### src/rtl/drqe_pkg.sv
// Shared types and constants for the dual record queue engine.
package drqe_pkg;

    // Queue geometry.
    localparam int QUEUE_DEPTH = 32;
    localparam int ADDR_W      = $clog2(QUEUE_DEPTH);
    localparam int CNT_W       = $clog2(QUEUE_DEPTH + 1);

    // One stored record.
    typedef struct packed {
        logic signed [31:0] code;
        logic [4:0]         day;
        logic [3:0]         month;
    } record_t;

    localparam int REC_W = $bits(record_t);

    // Command codes; the eighth code is unused and behaves as a no-op.
    typedef enum logic [2:0] {
        CMD_INSERT   = 3'd0,
        CMD_READOUT  = 3'd1,
        CMD_REMOVE   = 3'd2,
        CMD_COUNTS   = 3'd3,
        CMD_COPY     = 3'd4,
        CMD_TRANSFER = 3'd5,
        CMD_DIVIDE   = 3'd6
    } cmd_e;

    // Result status codes.
    typedef enum logic [1:0] {
        ST_OK        = 2'd0,
        ST_FULL      = 2'd1,
        ST_NOT_FOUND = 2'd2,
        ST_EMPTY     = 2'd3
    } status_e;

    // Controller states.
    typedef enum logic [1:0] {
        S_IDLE,
        S_WALK,
        S_FINISH
    } state_t;

    // Controller to datapath commands.
    typedef struct packed {
        logic load;     // latch a new request and set up the walk
        logic walk_en;  // issue one store read per cycle while entries remain
        logic finish;   // commit counts and emit the closing result
    } ctrl_cmd_t;

    // Datapath to controller status.
    typedef struct packed {
        logic walk_done;     // all reads issued and the last one processed
        logic final_needed;  // a closing result still has to be emitted
    } dp_status_t;

endpackage

### src/rtl/drqe_ram.sv
// Generic single-write, single-read RAM with registered read data.
module drqe_ram #(
    parameter int WIDTH = 8,
    parameter int DEPTH = 32
) (
    input  logic                     clk,
    input  logic                     we,
    input  logic [$clog2(DEPTH)-1:0] waddr,
    input  logic [WIDTH-1:0]         wdata,
    input  logic [$clog2(DEPTH)-1:0] raddr,
    output logic [WIDTH-1:0]         rdata
);

    logic [WIDTH-1:0] mem_reg [DEPTH];
    logic [WIDTH-1:0] rdata_reg;

    // Write port and registered read port.
    always_ff @(posedge clk)
    begin
        if (we)
        begin
            mem_reg[waddr] <= wdata;
        end
        rdata_reg <= mem_reg[raddr];
    end

    assign rdata = rdata_reg;

endmodule

### src/rtl/drqe_ctrl.sv
// Controller state machine that sequences each request through the datapath.
module drqe_ctrl (
    input  logic                  clk,
    input  logic                  rst_n,
    input  logic                  start,
    input  logic [2:0]            command,
    input  drqe_pkg::dp_status_t  sts,
    output drqe_pkg::ctrl_cmd_t   ctl,
    output logic                  busy
);

    drqe_pkg::state_t state_reg;
    drqe_pkg::state_t state_next;
    logic             cmd_walks;

    // Commands that step through stored entries.
    always_comb
    begin
        unique case (command)
            drqe_pkg::CMD_READOUT,
            drqe_pkg::CMD_REMOVE,
            drqe_pkg::CMD_COPY,
            drqe_pkg::CMD_TRANSFER,
            drqe_pkg::CMD_DIVIDE: cmd_walks = 1'b1;
            default:              cmd_walks = 1'b0;
        endcase
    end

    // Next state.
    always_comb
    begin
        state_next = state_reg;
        unique case (state_reg)
            drqe_pkg::S_IDLE:
            begin
                if (start)
                begin
                    state_next = cmd_walks ? drqe_pkg::S_WALK : drqe_pkg::S_FINISH;
                end
            end
            drqe_pkg::S_WALK:
            begin
                if (sts.walk_done)
                begin
                    state_next = sts.final_needed ? drqe_pkg::S_FINISH : drqe_pkg::S_IDLE;
                end
            end
            drqe_pkg::S_FINISH:
            begin
                state_next = drqe_pkg::S_IDLE;
            end
            default:
            begin
                state_next = drqe_pkg::S_IDLE;
            end
        endcase
    end

    // State register.
    always_ff @(posedge clk or negedge rst_n)
    begin
        if (!rst_n)
        begin
            state_reg <= drqe_pkg::S_IDLE;
        end
        else
        begin
            state_reg <= state_next;
        end
    end

    // Outputs decoded from the state.
    always_comb
    begin
        ctl.load    = 1'b0;
        ctl.walk_en = 1'b0;
        ctl.finish  = 1'b0;
        busy        = 1'b1;
        unique case (state_reg)
            drqe_pkg::S_IDLE:
            begin
                busy     = 1'b0;
                ctl.load = start;
            end
            drqe_pkg::S_WALK:
            begin
                ctl.walk_en = 1'b1;
            end
            drqe_pkg::S_FINISH:
            begin
                ctl.finish = 1'b1;
            end
            default:
            begin
                busy = 1'b1;
            end
        endcase
    end

endmodule

### src/rtl/drqe_datapath.sv
// Datapath: both record stores, fill counts, the entry walk and the result registers.
module drqe_datapath (
    input  logic                                 clk,
    input  logic                                 rst_n,
    input  drqe_pkg::ctrl_cmd_t                  ctl,
    output drqe_pkg::dp_status_t                 sts,
    input  logic [2:0]                           command,
    input  logic                                 queue_select,
    input  logic signed [31:0]                   record_code,
    input  logic [4:0]                           record_day,
    input  logic [3:0]                           record_month,
    output logic                                 result_strobe,
    output logic [1:0]                           status,
    output logic signed [31:0]                   out_code,
    output logic [4:0]                           out_day,
    output logic [3:0]                           out_month,
    output logic [drqe_pkg::CNT_W-1:0]           main_count,
    output logic [drqe_pkg::CNT_W-1:0]           aux_count,
    output logic                                 last
);

    localparam logic [drqe_pkg::CNT_W-1:0] FULL_CNT = drqe_pkg::CNT_W'(drqe_pkg::QUEUE_DEPTH);

    // Request registers.
    logic [2:0]                  cmd_reg;
    logic                        sel_reg;
    drqe_pkg::record_t           rec_reg;

    // Fill counts.
    logic [drqe_pkg::CNT_W-1:0]  main_fill_reg;
    logic [drqe_pkg::CNT_W-1:0]  main_fill_next;
    logic [drqe_pkg::CNT_W-1:0]  aux_fill_reg;
    logic [drqe_pkg::CNT_W-1:0]  aux_fill_next;

    // Walk counters and flags.
    logic [drqe_pkg::CNT_W-1:0]  src_reg;
    logic [drqe_pkg::CNT_W-1:0]  end_reg;
    logic [drqe_pkg::CNT_W-1:0]  dst_reg;
    logic [drqe_pkg::ADDR_W-1:0] didx_reg;
    logic                        rv_reg;
    logic                        found_reg;
    logic                        full_reg;

    // Result registers.
    logic                        strobe_reg;
    drqe_pkg::status_e           status_reg;
    drqe_pkg::record_t           orec_reg;
    logic [drqe_pkg::CNT_W-1:0]  omain_reg;
    logic [drqe_pkg::CNT_W-1:0]  oaux_reg;
    logic                        last_reg;

    // Store ports.
    logic                        main_we;
    logic [drqe_pkg::ADDR_W-1:0] main_waddr;
    drqe_pkg::record_t           main_wdata;
    logic [drqe_pkg::REC_W-1:0]  main_rdata;
    logic                        aux_we;
    logic [drqe_pkg::REC_W-1:0]  aux_rdata;
    drqe_pkg::record_t           main_rec;
    drqe_pkg::record_t           rd_rec;

    // Walk decode.
    logic                        issue;
    logic                        key_match;
    logic                        is_move;
    logic                        is_readout;
    logic                        readout_last;
    drqe_pkg::status_e           fin_status;
    logic [drqe_pkg::CNT_W-1:0]  src_start;
    logic [drqe_pkg::CNT_W-1:0]  end_start;
    logic [drqe_pkg::CNT_W-1:0]  dst_start;

    drqe_ram #(
        .WIDTH (drqe_pkg::REC_W),
        .DEPTH (drqe_pkg::QUEUE_DEPTH)
    ) u_main_ram (
        .clk   (clk),
        .we    (main_we),
        .waddr (main_waddr),
        .wdata (main_wdata),
        .raddr (src_reg[drqe_pkg::ADDR_W-1:0]),
        .rdata (main_rdata)
    );

    drqe_ram #(
        .WIDTH (drqe_pkg::REC_W),
        .DEPTH (drqe_pkg::QUEUE_DEPTH)
    ) u_aux_ram (
        .clk   (clk),
        .we    (aux_we),
        .waddr (dst_reg[drqe_pkg::ADDR_W-1:0]),
        .wdata (main_rdata),
        .raddr (src_reg[drqe_pkg::ADDR_W-1:0]),
        .rdata (aux_rdata)
    );

    assign main_rec   = drqe_pkg::record_t'(main_rdata);
    assign is_readout = (cmd_reg == drqe_pkg::CMD_READOUT);
    assign rd_rec     = (is_readout && sel_reg) ? drqe_pkg::record_t'(aux_rdata) : main_rec;
    assign key_match  = (main_rec.code == rec_reg.code);
    assign is_move    = (cmd_reg == drqe_pkg::CMD_COPY) || (cmd_reg == drqe_pkg::CMD_TRANSFER)
                        || (cmd_reg == drqe_pkg::CMD_DIVIDE);
    assign issue      = ctl.walk_en && (src_reg != end_reg);
    assign readout_last = ((drqe_pkg::CNT_W'(didx_reg) + drqe_pkg::CNT_W'(1)) == end_reg);

    // Status toward the controller.
    assign sts.walk_done    = (src_reg == end_reg) && !rv_reg;
    assign sts.final_needed = !(is_readout && (end_reg != '0));

    // Walk range chosen when a request is taken.
    always_comb
    begin
        src_start = '0;
        dst_start = '0;
        end_start = main_fill_reg;
        if (command == drqe_pkg::CMD_DIVIDE)
        begin
            src_start = main_fill_reg >> 1;
        end
        if (command == drqe_pkg::CMD_COPY)
        begin
            dst_start = aux_fill_reg;
        end
        if ((command == drqe_pkg::CMD_READOUT) && queue_select)
        begin
            end_start = aux_fill_reg;
        end
    end

    // Main store write: insert at the tail, or shift an entry down behind a removed one.
    always_comb
    begin
        main_we    = 1'b0;
        main_waddr = main_fill_reg[drqe_pkg::ADDR_W-1:0];
        main_wdata = rec_reg;
        priority if (ctl.finish && (cmd_reg == drqe_pkg::CMD_INSERT)
                     && (main_fill_reg != FULL_CNT))
        begin
            main_we = 1'b1;
        end
        else if (rv_reg && (cmd_reg == drqe_pkg::CMD_REMOVE) && found_reg)
        begin
            main_we    = 1'b1;
            main_waddr = didx_reg - drqe_pkg::ADDR_W'(1);
            main_wdata = main_rec;
        end
        else
        begin
            main_we = 1'b0;
        end
    end

    // Auxiliary store write while moving entries over, dropped once it is full.
    assign aux_we = rv_reg && is_move && (dst_reg != FULL_CNT);

    // Closing status and committed counts.
    always_comb
    begin
        fin_status     = drqe_pkg::ST_OK;
        main_fill_next = main_fill_reg;
        aux_fill_next  = aux_fill_reg;
        unique case (cmd_reg)
            drqe_pkg::CMD_INSERT:
            begin
                if (main_fill_reg == FULL_CNT)
                begin
                    fin_status = drqe_pkg::ST_FULL;
                end
                else
                begin
                    main_fill_next = main_fill_reg + drqe_pkg::CNT_W'(1);
                end
            end
            drqe_pkg::CMD_READOUT:
            begin
                fin_status = drqe_pkg::ST_EMPTY;
            end
            drqe_pkg::CMD_REMOVE:
            begin
                if (main_fill_reg == '0)
                begin
                    fin_status = drqe_pkg::ST_EMPTY;
                end
                else if (found_reg)
                begin
                    main_fill_next = main_fill_reg - drqe_pkg::CNT_W'(1);
                end
                else
                begin
                    fin_status = drqe_pkg::ST_NOT_FOUND;
                end
            end
            drqe_pkg::CMD_COPY:
            begin
                aux_fill_next = dst_reg;
                fin_status    = full_reg ? drqe_pkg::ST_FULL : drqe_pkg::ST_OK;
            end
            drqe_pkg::CMD_TRANSFER:
            begin
                aux_fill_next  = dst_reg;
                main_fill_next = '0;
            end
            drqe_pkg::CMD_DIVIDE:
            begin
                aux_fill_next  = dst_reg;
                main_fill_next = main_fill_reg >> 1;
                if (main_fill_reg == '0)
                begin
                    fin_status = drqe_pkg::ST_EMPTY;
                end
            end
            default:
            begin
                fin_status = drqe_pkg::ST_OK;
            end
        endcase
    end

    // Control state: counts, walk counters and flags.
    always_ff @(posedge clk or negedge rst_n)
    begin
        if (!rst_n)
        begin
            main_fill_reg <= '0;
            aux_fill_reg  <= '0;
            src_reg       <= '0;
            end_reg       <= '0;
            dst_reg       <= '0;
            rv_reg        <= 1'b0;
            found_reg     <= 1'b0;
            full_reg      <= 1'b0;
            cmd_reg       <= drqe_pkg::CMD_COUNTS;
            sel_reg       <= 1'b0;
            strobe_reg    <= 1'b0;
        end
        else
        begin
            if (ctl.load)
            begin
                cmd_reg   <= command;
                sel_reg   <= queue_select;
                src_reg   <= src_start;
                end_reg   <= end_start;
                dst_reg   <= dst_start;
                found_reg <= 1'b0;
                full_reg  <= 1'b0;
            end
            if (ctl.finish)
            begin
                main_fill_reg <= main_fill_next;
                aux_fill_reg  <= aux_fill_next;
            end
            // One read issued per cycle; its data is handled in the next cycle.
            rv_reg <= issue;
            if (issue)
            begin
                src_reg <= src_reg + drqe_pkg::CNT_W'(1);
            end
            if (rv_reg && (cmd_reg == drqe_pkg::CMD_REMOVE) && !found_reg && key_match)
            begin
                found_reg <= 1'b1;
            end
            if (rv_reg && is_move)
            begin
                if (dst_reg == FULL_CNT)
                begin
                    full_reg <= 1'b1;
                end
                else
                begin
                    dst_reg <= dst_reg + drqe_pkg::CNT_W'(1);
                end
            end
            strobe_reg <= ctl.finish || (rv_reg && is_readout);
        end
    end

    // Payload: request record, read index and result fields.
    always_ff @(posedge clk)
    begin
        if (ctl.load)
        begin
            rec_reg.code  <= record_code;
            rec_reg.day   <= record_day;
            rec_reg.month <= record_month;
        end
        if (issue)
        begin
            didx_reg <= src_reg[drqe_pkg::ADDR_W-1:0];
        end
        if (ctl.finish)
        begin
            status_reg <= fin_status;
            orec_reg   <= '0;
            omain_reg  <= main_fill_next;
            oaux_reg   <= aux_fill_next;
            last_reg   <= 1'b1;
        end
        else if (rv_reg && is_readout)
        begin
            status_reg <= drqe_pkg::ST_OK;
            orec_reg   <= rd_rec;
            omain_reg  <= main_fill_reg;
            oaux_reg   <= aux_fill_reg;
            last_reg   <= readout_last;
        end
    end

    assign result_strobe = strobe_reg;
    assign status        = status_reg;
    assign out_code      = orec_reg.code;
    assign out_day       = orec_reg.day;
    assign out_month     = orec_reg.month;
    assign main_count    = omain_reg;
    assign aux_count     = oaux_reg;
    assign last          = last_reg;

endmodule

### src/rtl/dual_record_queue_engine_core.sv
// Top level of the dual record queue engine: controller, datapath and checks.
//
// Channel   Signals                                          Handshake
// request   command queue_select record_code record_day      start high while busy low
//           record_month
// result    status out_code out_day out_month main_count     result_strobe, one cycle
//           aux_count last
//
// Insert, counts and the unused code go straight from idle to the closing step and back.
// Read out walks the n entries of the selected queue; remove, copy and transfer walk the
// n entries of main, and divide walks main from entry floor(n/2) up; all of these then
// close with a final result, except a read out of a queue that is not empty.
// The walk reads one store entry per cycle through the registered RAM read port.
// Reset clears both counts; store contents stay undefined and are never read unwritten.
// Results come out one per cycle with no back-pressure; busy holds requests off.
module dual_record_queue_engine_core (
    input  logic                       clk,
    input  logic                       rst_n,
    input  logic                       start,
    output logic                       busy,
    input  logic [2:0]                 command,
    input  logic                       queue_select,
    input  logic signed [31:0]         record_code,
    input  logic [4:0]                 record_day,
    input  logic [3:0]                 record_month,
    output logic                       result_strobe,
    output logic [1:0]                 status,
    output logic signed [31:0]         out_code,
    output logic [4:0]                 out_day,
    output logic [3:0]                 out_month,
    output logic [drqe_pkg::CNT_W-1:0] main_count,
    output logic [drqe_pkg::CNT_W-1:0] aux_count,
    output logic                       last
);

    drqe_pkg::ctrl_cmd_t  ctl;
    drqe_pkg::dp_status_t sts;

    drqe_ctrl u_ctrl (
        .clk     (clk),
        .rst_n   (rst_n),
        .start   (start),
        .command (command),
        .sts     (sts),
        .ctl     (ctl),
        .busy    (busy)
    );

    drqe_datapath u_datapath (
        .clk           (clk),
        .rst_n         (rst_n),
        .ctl           (ctl),
        .sts           (sts),
        .command       (command),
        .queue_select  (queue_select),
        .record_code   (record_code),
        .record_day    (record_day),
        .record_month  (record_month),
        .result_strobe (result_strobe),
        .status        (status),
        .out_code      (out_code),
        .out_day       (out_day),
        .out_month     (out_month),
        .main_count    (main_count),
        .aux_count     (aux_count),
        .last          (last)
    );

    // A taken request keeps the engine busy in the next cycle.
    a_accept_busy: assert property (@(posedge clk) disable iff (!rst_n)
        (start && !busy) |=> busy)
        else $error("engine not busy after a request was taken");

    // Read-out results come back to back until the one marked last.
    a_readout_burst: assert property (@(posedge clk) disable iff (!rst_n)
        (result_strobe && !last) |=> result_strobe)
        else $error("gap inside a read-out burst");

    // The closing step always produces a final result in the next cycle.
    a_finish_result: assert property (@(posedge clk) disable iff (!rst_n)
        ctl.finish |=> (result_strobe && last))
        else $error("closing step produced no final result");

    // Reported counts never exceed the queue depth.
    a_count_range: assert property (@(posedge clk) disable iff (!rst_n)
        result_strobe |-> ((main_count <= drqe_pkg::CNT_W'(drqe_pkg::QUEUE_DEPTH))
                           && (aux_count <= drqe_pkg::CNT_W'(drqe_pkg::QUEUE_DEPTH))))
        else $error("reported count beyond queue depth");

endmodule
### config.mk
export PLATFORM = sky130hd
export DESIGN_NAME = dual_record_queue_engine_core
export DESIGN_NICKNAME = d
export VERILOG_FILES = /design/src/rtl/drqe_pkg.sv /design/src/rtl/drqe_ram.sv /design/src/rtl/drqe_ctrl.sv /design/src/rtl/drqe_datapath.sv /design/src/rtl/dual_record_queue_engine_core.sv
export SDC_FILE = /design/constraint.sdc
export NUM_CORES = 2
export LEC_CHECK = 0
export ABC_CLOCK_PERIOD_IN_PS = 5000
export BUFFER_PORTS_ARGS = -buffer_cell sky130_fd_sc_hd__buf_4
export CORE_ASPECT_RATIO = 2
export CORE_MARGIN = 2
export CORE_UTILIZATION = 30
export CTS_CLUSTER_SIZE = 25
export DETAILED_ROUTE_END_ITERATION = 12
export GPL_TIMING_DRIVEN = 0
export PLACE_DENSITY = 0.41
export SYNTH_ARGS = -nofsm -noshare
export SYNTH_HDL_FRONTEND = slang
export SYNTH_HIERARCHICAL = 1
export SYNTH_SLANG_ARGS = --single-unit
### constraint.sdc
create_clock -name clk -period 5 [get_ports clk]
set_input_delay 0.75 -clock clk [delete_from_list [all_inputs] [get_ports clk]]
set_output_delay 0.75 -clock clk [all_outputs]
set_load 0.01 [all_outputs]
==> impl_metrics.csv <==
group,metric,value,unit
synth,synth-xor-area-share,0.395,%
detailed_routing,wl_per_cell,30.7,um
die,die_w,434,um
timing,setup_tns,0,ns
die,die_h,864,um
clocking,cts_inserted_buffers,282,
global_route,track_usage,19.5,%
synth,yosys.area.top_type,"edfxtp_1",
hold_path,hold_path.class,"in -> reg",
timing,fin_crit_sh,96.3,%
synth,syn_nets,6468,
die,initial_core_util,30.1,%
synth,synth_top_family_by_area,"multiplexers",
synth,yosysSeqAreaShare,75.9,%
synth,synthSimpleGateAreaFrac,3.55,%
clocking,clk_pin_slew,0.06,ns
power_and_ir_drop,ir_drop,0.249,mV
detailed_routing,ant_nets,0,
detailed_routing,first_pass_iters,5,
die,dieArea,375000,sq um
global_route,antenna_found_initial,9,
timing,clock_skew,0.0654,ns
clocking,clk_path_buf_depth,4,
timing,period_minus_slack,4.81,ns
clocking,clkLatencyLatePin,0.92,ns
place,dp_hpwl,269000,um
die,num_io_pins,106,
global_route,grt_pass1_wl,505000,um
synth,synth-edff-count,2684,
setup_path,cp-startpoint,"u_datapath/cmd_reg[1]$_DFFE_PN1P_",
detailed_routing,viasPerCell,4.88,
timing,final-hold-violation-count,0,
synth,synth_top_flop_cell,"edfxtp_1",
synth,synth_mux_area_share,12.7,%
detailed_routing,routed_wl,371000,um
synth,synth_fa_ha_area_share,0.0790,%
clocking,cts.sinks,2848,
cells_and_area,final_area,130000,sq um
synth,ys.warnings.count,6,
cells_and_area,syn_to_final_growth,17.4,%
power_and_ir_drop,leakage,44.4,nW
synth,ys_types,68,
timing,rsz0062_at_grt,"no",
timing,worst_pin_slew,1.52,ns
detailed_routing,vias,59000,
die,rows,315,
cells_and_area,finalNetCount,7017,
setup_path,startpoint_type,"flop",
place,placed_cell_area,121000,sq um
synth,synth.top_cell.area_share,72.7,%
setup_path,worstSetupPathType,"reg -> reg",
die,core_area,368000,sq um
synth,synthArstFlopShare,1.40,%
timing,slew_viol_final,2,
synth,syn_inst,6413,
synth,synth_compound_area_share,5.34,%
timing,setup_viol,0,
clocking,htreeDepth,5,
detailed_routing,drt_iter0_drc,3740,
synth,synth.top_cells.by_area,"edfxtp_1 (73%), mux2i_1 (12%), dfxtp_1 (2.2%)",
run_status,violations,"max-capacitance violations, max-slew violations",
job,drv_cap,1,
synth,synth_area_per_cell,17.3,sq um
place,gp_congestion,0.790,
timing,fin_hold_ws,0.0960,ns
global_route,grt_pass1_vias,62100,
cells_and_area,fillers,34600,
setup_path,end_kind,"flop",
cells_and_area,final_core_util,35.4,%
place,portBuffers,105,
power_and_ir_drop,finalPower,0.0741,W
setup_path,worstPathRequired,5.61,ns
clocking,cts-root-buf,"clkbuf_16",
clocking,cts_tree,"done",
hold_path,min_from,"record_code[6]",
power_and_ir_drop,powerDensity,569,nW/um^2
run_status,outcome,"complete, but fails checks",
synth,ys_ff_latch,2848,
detailed_routing,route.detailed.drc,0,
global_route,overflow,0,
setup_path,reg2reg_from,"u_datapath/cmd_reg[1]$_DFFE_PN1P_",
global_route,grt_max_degree,41,
setup_path,rrSetupSlack,0.19,ns
setup_path,cp.arrival,5.42,ns
timing,fmax,208,MHz
cells_and_area,drive_gt1_share,14.1,%
timing,slew_headroom,-2.07,%
synth,synth_area,111000,sq um
setup_path,path_max_fanout,16,
per-stage QoR:
step / cells / worst slack, ns
final: 12100 / 0.186
after global routing: 12100 / 0.00740
after CTS: 12100 / 0.0970
after detailed placement: 11600 / -0.461
after global placement: 11400 / -4.47
after floorplan: 6413 / 0.537
kinds of logic (layout without fill, tap and decap cells):
logic type / after synthesis / after routing
buf+inv: 390 / 1155
flops: 2848 / 2848
other cells: 0 / 4
compound gates: 865 / 865
xor+xnor: 50 / 50
fa+ha+maj: 7 / 7
simple gates: 848 / 848
mux: 1405 / 1405
routing by layer:
metal / track usage (%) / vias to the layer above / wire length, um
met5: 0 / - / 0
met4: 7.74 / 0 / 16200
met3: 1.80 / 516 / 9370
met2: 42.0 / 1155 / 228000
met1: 17.7 / 31000 / 117000
li1: - / 26300 / -
worst max-delay path: stages, from the launching register on:
cell and delay, ns:
dfstp_2 0.56, nor2b_1 0.37, nand3_1 0.20, nor2_4 0.60, buf_2 0.32, a21oi_1 0.13
or3b_2 0.47, clkbuf_1 0.44, nor2_4 0.88, buf_12 0.28, buf_16 0.18
path summary, 6_finish.rpt:
check                      cells after the start                                         endpoint
setup / recovery                              10  u_datapath/u_main_ram/mem_reg[16][27]$_DFFE_PP_
hold reg to reg                                2             u_datapath/out_code[26]$_SDFFE_PP0P_
setup reg to reg                              10  u_datapath/u_main_ram/mem_reg[16][27]$_DFFE_PP_
min in group asynchronous                      2               u_datapath/result_strobe$_DFF_PN0_
max in group asynchronous                      2                u_datapath/end_reg[1]$_DFFE_PN0P_
hold / removal                                 1                 u_datapath/rec_reg[15]$_DFFE_PP_
area by class of cell:
type                       instances  area (sq um)  area share (%)
tap                             4913          6150            4.72
timing repair buffer             265          3670            2.82
antenna                            4          10.0         0.00769
sequential                      2848         84100            64.7
clock inverter                   110           927           0.713
inverter                          20          75.1          0.0577
multi-input combinational       3175         25000            19.2
buffer                           370          2160            1.66
clock buffer                     390          7990            6.14
layout by cell type (no fill, tap or decap), types with 95 or more instances in the layout:
cell type / instances
a21oi_1: 275
a22o_1: 164
a22oi_1: 248
buf_12: 111
buf_4: 185
clkbuf_1: 212
clkbuf_16: 296
dfxtp_1: 95
edfxtp_1: 2684
mux2i_1: 1358
nand2_1: 276
nand3_1: 266
synthesized netlist by cell type (all sizes together) (38+ instances only):
| cell type | number |
|---|---|
| buf | 227 |
| dfrtp | 38 |
| a211oi | 41 |
| edfxtp | 2684 |
| a22oi | 248 |
| a21oi | 277 |
| clkbuf | 143 |
| mux2i | 1358 |
| nand3 | 266 |
| xor2 | 39 |
| nor3 | 91 |
| nand2 | 276 |
| nor2 | 133 |
| a31oi | 84 |
| mux2 | 47 |
| dfxtp | 124 |
| a22o | 164 |
power breakdown:
group	internal [W]	switching (W)	total [W]
clock	0.0119	0.00927	0.0212
sequential	0.0293	0.00242	0.0317
combinational	0.00701	0.0142	0.0212
total	0.0482	0.0259	0.0741
what timing repair did:
action / 4_1_cts / 5_1_grt
resized for setup: 1 / 0
hold endpoints to repair: 64 / 0
setup endpoints to repair: 683 / 25
pin swaps: 1 / 2
gates cloned: 0 / 0
hold buffers: 27 / 0
setup buffers: 3 / 9
Power figures use the tool's default switching activity.
